<file path="src/rtl/core/mnvd_pkg.sv">
// Shared types and constants for the mesh normal, volume and de-duplication block.
package mnvd_pkg;

	// Internal coordinate width: a 16-bit field, sign or zero extended by one bit
	localparam int CW = 17;
	// Shared multiplier operand and product widths
	localparam int AW_OP = CW + 1;
	localparam int BW_OP = 2 * (CW + 1) + 1;
	localparam int PW = AW_OP + BW_OP;
	localparam int DOT_W = 56;

	typedef logic signed [CW-1:0] crd_t;
	typedef logic signed [BW_OP-1:0] crs_t;
	typedef logic signed [DOT_W-1:0] dot_t;

	typedef struct packed {
		crd_t x;
		crd_t y;
		crd_t z;
	} vtx_t;

	// Search result from the vertex table
	typedef struct packed {
		logic done;
		logic found;
		logic ovf;
	} tbl_res_t;

	// Results of the shared multiply unit
	typedef struct packed {
		logic        done;
		logic [31:0] sq;
		crs_t        cx;
		crs_t        cy;
		crs_t        cz;
		dot_t        dot;
	} ar_res_t;

endpackage

</file>
<file path="src/rtl/core/mnvd_arith.sv">
// Shared multiplier with its step sequencer: squared distance, edge cross product, dot.
module mnvd_arith (
	input  logic              clk,
	input  logic              arst_n,
	input  logic              start,
	input  logic              tri_en,
	input  mnvd_pkg::vtx_t    v,
	input  mnvd_pkg::vtx_t    h0,
	input  mnvd_pkg::vtx_t    h1,
	output mnvd_pkg::ar_res_t res
);
	import mnvd_pkg::*;

	localparam logic [3:0] OP_SQX = 4'd0;
	localparam logic [3:0] OP_SQY = 4'd1;
	localparam logic [3:0] OP_SQZ = 4'd2;
	localparam logic [3:0] OP_CX0 = 4'd3;
	localparam logic [3:0] OP_CX1 = 4'd4;
	localparam logic [3:0] OP_CY0 = 4'd5;
	localparam logic [3:0] OP_CY1 = 4'd6;
	localparam logic [3:0] OP_CZ0 = 4'd7;
	localparam logic [3:0] OP_CZ1 = 4'd8;
	localparam logic [3:0] OP_DX  = 4'd9;
	localparam logic [3:0] OP_DY  = 4'd10;
	localparam logic [3:0] OP_DZ  = 4'd11;

	logic                     run_q;
	logic [3:0]               step_q;
	logic [3:0]               fin_q;
	logic                     pv_s1;
	logic [3:0]               tag_s1;
	logic signed [PW-1:0]     prod_s1;
	logic [35:0]              sq_q;
	crs_t                     cx_q;
	crs_t                     cy_q;
	crs_t                     cz_q;
	dot_t                     dot_q;
	logic                     done_q;

	logic signed [AW_OP-1:0] ax, ay, az, bx, by, bz;
	logic signed [AW_OP-1:0] opa;
	logic signed [BW_OP-1:0] opb;

	// Edges v1 - v0 and v2 - v1
	assign ax = AW_OP'(h1.x) - AW_OP'(h0.x);
	assign ay = AW_OP'(h1.y) - AW_OP'(h0.y);
	assign az = AW_OP'(h1.z) - AW_OP'(h0.z);
	assign bx = AW_OP'(v.x) - AW_OP'(h1.x);
	assign by = AW_OP'(v.y) - AW_OP'(h1.y);
	assign bz = AW_OP'(v.z) - AW_OP'(h1.z);

	// Operand selection for the current step
	always_comb begin
		case (step_q)
			OP_SQX: begin opa = AW_OP'(v.x); opb = BW_OP'(v.x); end
			OP_SQY: begin opa = AW_OP'(v.y); opb = BW_OP'(v.y); end
			OP_SQZ: begin opa = AW_OP'(v.z); opb = BW_OP'(v.z); end
			OP_CX0: begin opa = ay; opb = BW_OP'(bz); end
			OP_CX1: begin opa = az; opb = BW_OP'(by); end
			OP_CY0: begin opa = az; opb = BW_OP'(bx); end
			OP_CY1: begin opa = ax; opb = BW_OP'(bz); end
			OP_CZ0: begin opa = ax; opb = BW_OP'(by); end
			OP_CZ1: begin opa = ay; opb = BW_OP'(bx); end
			OP_DX:  begin opa = AW_OP'(h0.x); opb = cx_q; end
			OP_DY:  begin opa = AW_OP'(h0.y); opb = cy_q; end
			OP_DZ:  begin opa = AW_OP'(h0.z); opb = cz_q; end
			default: begin opa = '0; opb = '0; end
		endcase
	end

	// Step sequencer
	always_ff @(posedge clk or negedge arst_n) begin
		if (!arst_n) begin
			run_q  <= 1'b0;
			step_q <= OP_SQX;
			fin_q  <= OP_SQZ;
			pv_s1  <= 1'b0;
			tag_s1 <= OP_SQX;
			done_q <= 1'b0;
		end else begin
			done_q <= pv_s1 && (tag_s1 == fin_q);
			pv_s1  <= run_q;
			tag_s1 <= step_q;
			if (start) begin
				run_q  <= 1'b1;
				step_q <= OP_SQX;
				fin_q  <= tri_en ? OP_DZ : OP_SQZ;
			end else if (run_q) begin
				step_q <= step_q + 1'b1;
				if (step_q == fin_q) begin
					run_q <= 1'b0;
				end
			end
		end
	end

	// Multiply into a registered product, then accumulate it in the cycle after
	always_ff @(posedge clk) begin
		prod_s1 <= PW'(opa) * PW'(opb);
		if (pv_s1) begin
			case (tag_s1)
				OP_SQX: sq_q  <= prod_s1[35:0];
				OP_SQY: sq_q  <= sq_q + prod_s1[35:0];
				OP_SQZ: sq_q  <= sq_q + prod_s1[35:0];
				OP_CX0: cx_q  <= prod_s1[BW_OP-1:0];
				OP_CX1: cx_q  <= cx_q - prod_s1[BW_OP-1:0];
				OP_CY0: cy_q  <= prod_s1[BW_OP-1:0];
				OP_CY1: cy_q  <= cy_q - prod_s1[BW_OP-1:0];
				OP_CZ0: cz_q  <= prod_s1[BW_OP-1:0];
				OP_CZ1: cz_q  <= cz_q - prod_s1[BW_OP-1:0];
				OP_DX:  dot_q <= DOT_W'(prod_s1);
				OP_DY:  dot_q <= dot_q + DOT_W'(prod_s1);
				OP_DZ:  dot_q <= dot_q + DOT_W'(prod_s1);
				default: ;
			endcase
		end
	end

	assign res.done = done_q;
	assign res.sq   = (|sq_q[35:32]) ? 32'hFFFF_FFFF : sq_q[31:0];
	assign res.cx   = cx_q;
	assign res.cy   = cy_q;
	assign res.cz   = cz_q;
	assign res.dot  = dot_q;

endmodule

</file>
<file path="config.mk">
export PLATFORM = sky130hd
export DESIGN_NAME = mnvd_arith
export DESIGN_NICKNAME = d
export VERILOG_FILES = /design/src/rtl/core/mnvd_pkg.sv /design/src/rtl/core/mnvd_arith.sv
export SDC_FILE = /design/constraint.sdc
export NUM_CORES = 2
export LEC_CHECK = 0
export CAP_MARGIN = 5
export CORE_ASPECT_RATIO = 1.75
export CORE_MARGIN = 4
export CORE_UTILIZATION = 40
export CTS_CLUSTER_DIAMETER = 100
export DETAILED_ROUTE_END_ITERATION = 6
export DONT_BUFFER_PORTS = 1
export SETUP_SLACK_MARGIN = 0.3
export SYNTH_ARGS = -nofsm -noshare
export SYNTH_HDL_FRONTEND = slang
export SYNTH_SLANG_ARGS = --single-unit
</file>
<file path="constraint.sdc">
create_clock -name clk -period 13.45 [get_ports clk]
set_clock_uncertainty 0.15 [all_clocks]
set_input_delay 0 -clock clk [delete_from_list [all_inputs] [get_ports clk]]
set_output_delay 0 -clock clk [all_outputs]
set_load 0.02 [all_outputs]
</file>
==> flow_summary_export.csv <==
group,metric,value,unit
timing,finalSetupViolCount,0,
drt,vias,41800,
drt,first_pass_iters,7,
timing,drv_slew,0,
min_path,whs_path_depth,2,
die,fp.coreArea,0.121,mm2
worst_setup_path,r2r_cells,29,
timing,tns,0,ns
grt,grt-ovfl-total,0,
timing,rsz0062_at_grt,"no",
worst_setup_path,arrival,11.18,ns
die,die_area,0.128,mm2
synthesis,ys_seq_elements,270,
drt,drc_errors,24,
timing,hold_viol_final,0,
layout,final_common_cell,"inv_1",
worst_setup_path,r2r-start,"step_q[0]$_DFFE_PN0P_",
grt,antenna_found_initial,8,
worst_setup_path,max_stage_delay,1.01,ns
synthesis,avgSynthCellArea,8.52,um2
grt,grt_pass1_vias,43200,
grt,grt_max_degree,95,
synthesis,async_reset_ff_share,4.44,%
clock_tree,clock_latency,0.62,ns
flow_run,max_cap_viol_count,0,
worst_setup_path,cp_data_required_time,13.78,ns
worst_setup_path,setup.worst_path.start_class,"flip-flop",
synthesis,yosys_warnings,0,
worst_setup_path,crit_top_cell,"fa_1",
placed_design,dpl.hpwl,148000,um
synthesis,synth_edf_count,203,
synthesis,synth_cells,5722,
clock_tree,clockBufferDepth,3,
clock_tree,cts_sinks,270,
placed_design,portBuffers,0,
die,fp.dieW,272,um
layout,area_growth_syn_to_layout,6.46,%
synthesis,synth_nets,6958,
status,violations,"design-rule violations",
timing,min_period,10.85,ns
timing,tightestPinTransition,1.22,ns
drt,finalWirelength,181000,um
clock_tree,cts_tree,"built",
grt,grt_use_total,27.5,%
drt,drtAntennaViolNets,0,
worst_setup_path,path_max_fanout,17,
synthesis,ys_types,91,
min_path,min_from,"start",
drt,post_drt_wl_per_cell,24.9,um
status,outcome,"finished with violations",
synthesis,synth_area,0.0487,mm2
synthesis,ys.flop_type,"edfxtp_1",
layout,final-instance-count-excl-fill,7286,
clock_tree,post_cts_buffers,0,
min_path,min-delay-path-class,"input pin to flip-flop",
die,fp.dieH,470,um
timing,fin_crit_sh,80.6,%
placed_design,gp_congestion,1.00,
placed_design,placedCellCount,7205,
worst_setup_path,r2r_slack,2.60,ns
layout,layout_common_cells,"inv_1, nand2_1, fa_1",
timing,max_freq,92.2,MHz
clock_tree,postCtsHoldBufs,8,
synthesis,ys_seq_area_share,15.4,%
clock_tree,root_buffer,"clkbuf_16",
worst_setup_path,cp-startpoint,"step_q[0]$_DFFE_PN0P_",
die,rows,169,
drt,dr.first_iter.drc_count,2730,
grt,grt_pass1_wl,267000,um
clock_tree,numCtsBuffers,31,
clock_tree,htree_levels,1,
clock_tree,cts.clk_slew.worst_paths,0.07,ns
clock_tree,cts-resized-gates,0,
layout,fin_nets,6858,
worst_setup_path,rr_endpoint,"prod_s1[54]$_DFF_P_",
layout,drive_above_1_share,3.58,%
drt,drt-vias-per-instance,5.73,
worst_setup_path,critPathKind,"flip-flop to flip-flop",
timing,timing.hold.ws,0.0756,ns
die,start_util,40.2,%
timing,maxSlewHeadroom,18.7,%
min_path,worstHoldEndpoint,"step_q[3]$_DFFE_PN0P_",
worst_setup_path,critPathCaptureType,"flip-flop",
worst_setup_path,cpMaxStageDelayCell,"a222oi_1",
die,io_pins,357,
area by class of cell:
class,count,area [um2]
Tap cell,1624,2030
Inverter,923,3460
Clock inverter,16,246
Sequential cell,270,7500
Clock buffer,41,898
Timing Repair Buffer,86,666
Antenna cell,16,40.0
Fill cell,12200,69300
Multi-Input combinational cell,4310,37100
synth_stat cells (all sizes together) (23+ instances only):
master	n	area [um2]
dfxtp	55	1100
xor2	132	1160
and2	84	526
ha	434	5430
fa	645	12900
a31oi	29	181
o21bai	43	323
clkbuf	170	638
a22oi	23	173
xnor2	164	1440
nor2b	68	433
nand2b	104	651
buf	49	265
edfxtp	203	6100
nand4	34	231
o21a	44	330
nand2	854	3210
a222oi	49	490
inv	923	3460
nor3	44	220
a21oi	316	1590
a211oi	43	328
a21o	167	1260
nor2	232	871
and3	33	206
o21ai	361	1810
o31ai	29	223
nand3	83	415
through the flow:
| step | instance area (um2) | utilization (%) | setup WS (ns) |
|---|---|---|---|
| after floorplan | 48700 | - | 4.87 |
| after global placement | 50600 | 41.8 | 2.87 |
| after detailed placement | 50600 | 41.8 | 2.65 |
| after CTS | 51900 | 42.8 | 2.62 |
| after global routing | 51900 | 42.8 | 2.15 |
| final | 51900 | 42.8 | 2.60 |
worst max-delay path by stage:
| stage | to | slack (ns) | cells after the start |
|---|---|---|---|
| global route | prod_s1[54]$_DFF_P_ | 2.15 | 29 |
| global placement | prod_s1[54]$_DFF_P_ | 2.87 | 29 |
| CTS | prod_s1[54]$_DFF_P_ | 2.62 | 29 |
| floorplan | prod_s1[54]$_DFF_P_ | 4.87 | 37 |
| detailed placement | prod_s1[54]$_DFF_P_ | 2.65 | 29 |
| finish | prod_s1[54]$_DFF_P_ | 2.60 | 29 |
sequential cells by signal (all words and copies together) (netlist names):
| register | count |
|---|---|
| done_q | 1 |
| pv_s1 | 1 |
| prod_s1 | 55 |
| sq_q | 36 |
| fin_q | 1 |
| tag_s1 | 4 |
| cz_q | 37 |
| cx_q | 37 |
| run_q | 1 |
| dot_q | 56 |
| step_q | 4 |
| cy_q | 37 |
metal layers:
layer	vias to the layer above	track usage, %	wire (um)	share of wire (%)
li1	18800	-	-	-
met1	20600	26.2	56700	31
met2	1694	50.5	93100	51
met3	641	8.17	16100	8.9
met4	6	18.5	15200	8.4
met5	-	0	46	0.025
logic make-up (layout without fill, tap and decap cells):
logic type | after synthesis | in the layout | share of synthesized area [%]
mux | 17 | 17 | 0.372
simple gates | 1632 | 1632 | 15.3
buf+inv | 1142 | 1066 | 8.96
other cells | 0 | 16 | 0
xor+xnor | 296 | 296 | 5.32
flops | 270 | 270 | 15.4
compound gates | 1286 | 1286 | 17.0
fa+ha+maj | 1079 | 1079 | 37.6
critical path: cells and delay by family, from the launching register on:
kind,cells,cell delay (ns)
buffers and inverters,4,0.29
adders and majority gates,8,3.52
AOI/OAI and AO/OA,11,3.70
DFF,1,0.49
xor gates and xnor gates,1,0.12
and+or+nand+nor,5,2.44
Power is left out: the tool's default activity adds up to more than one toggle a clock period on the data nets, which glitch-free logic cannot reach.
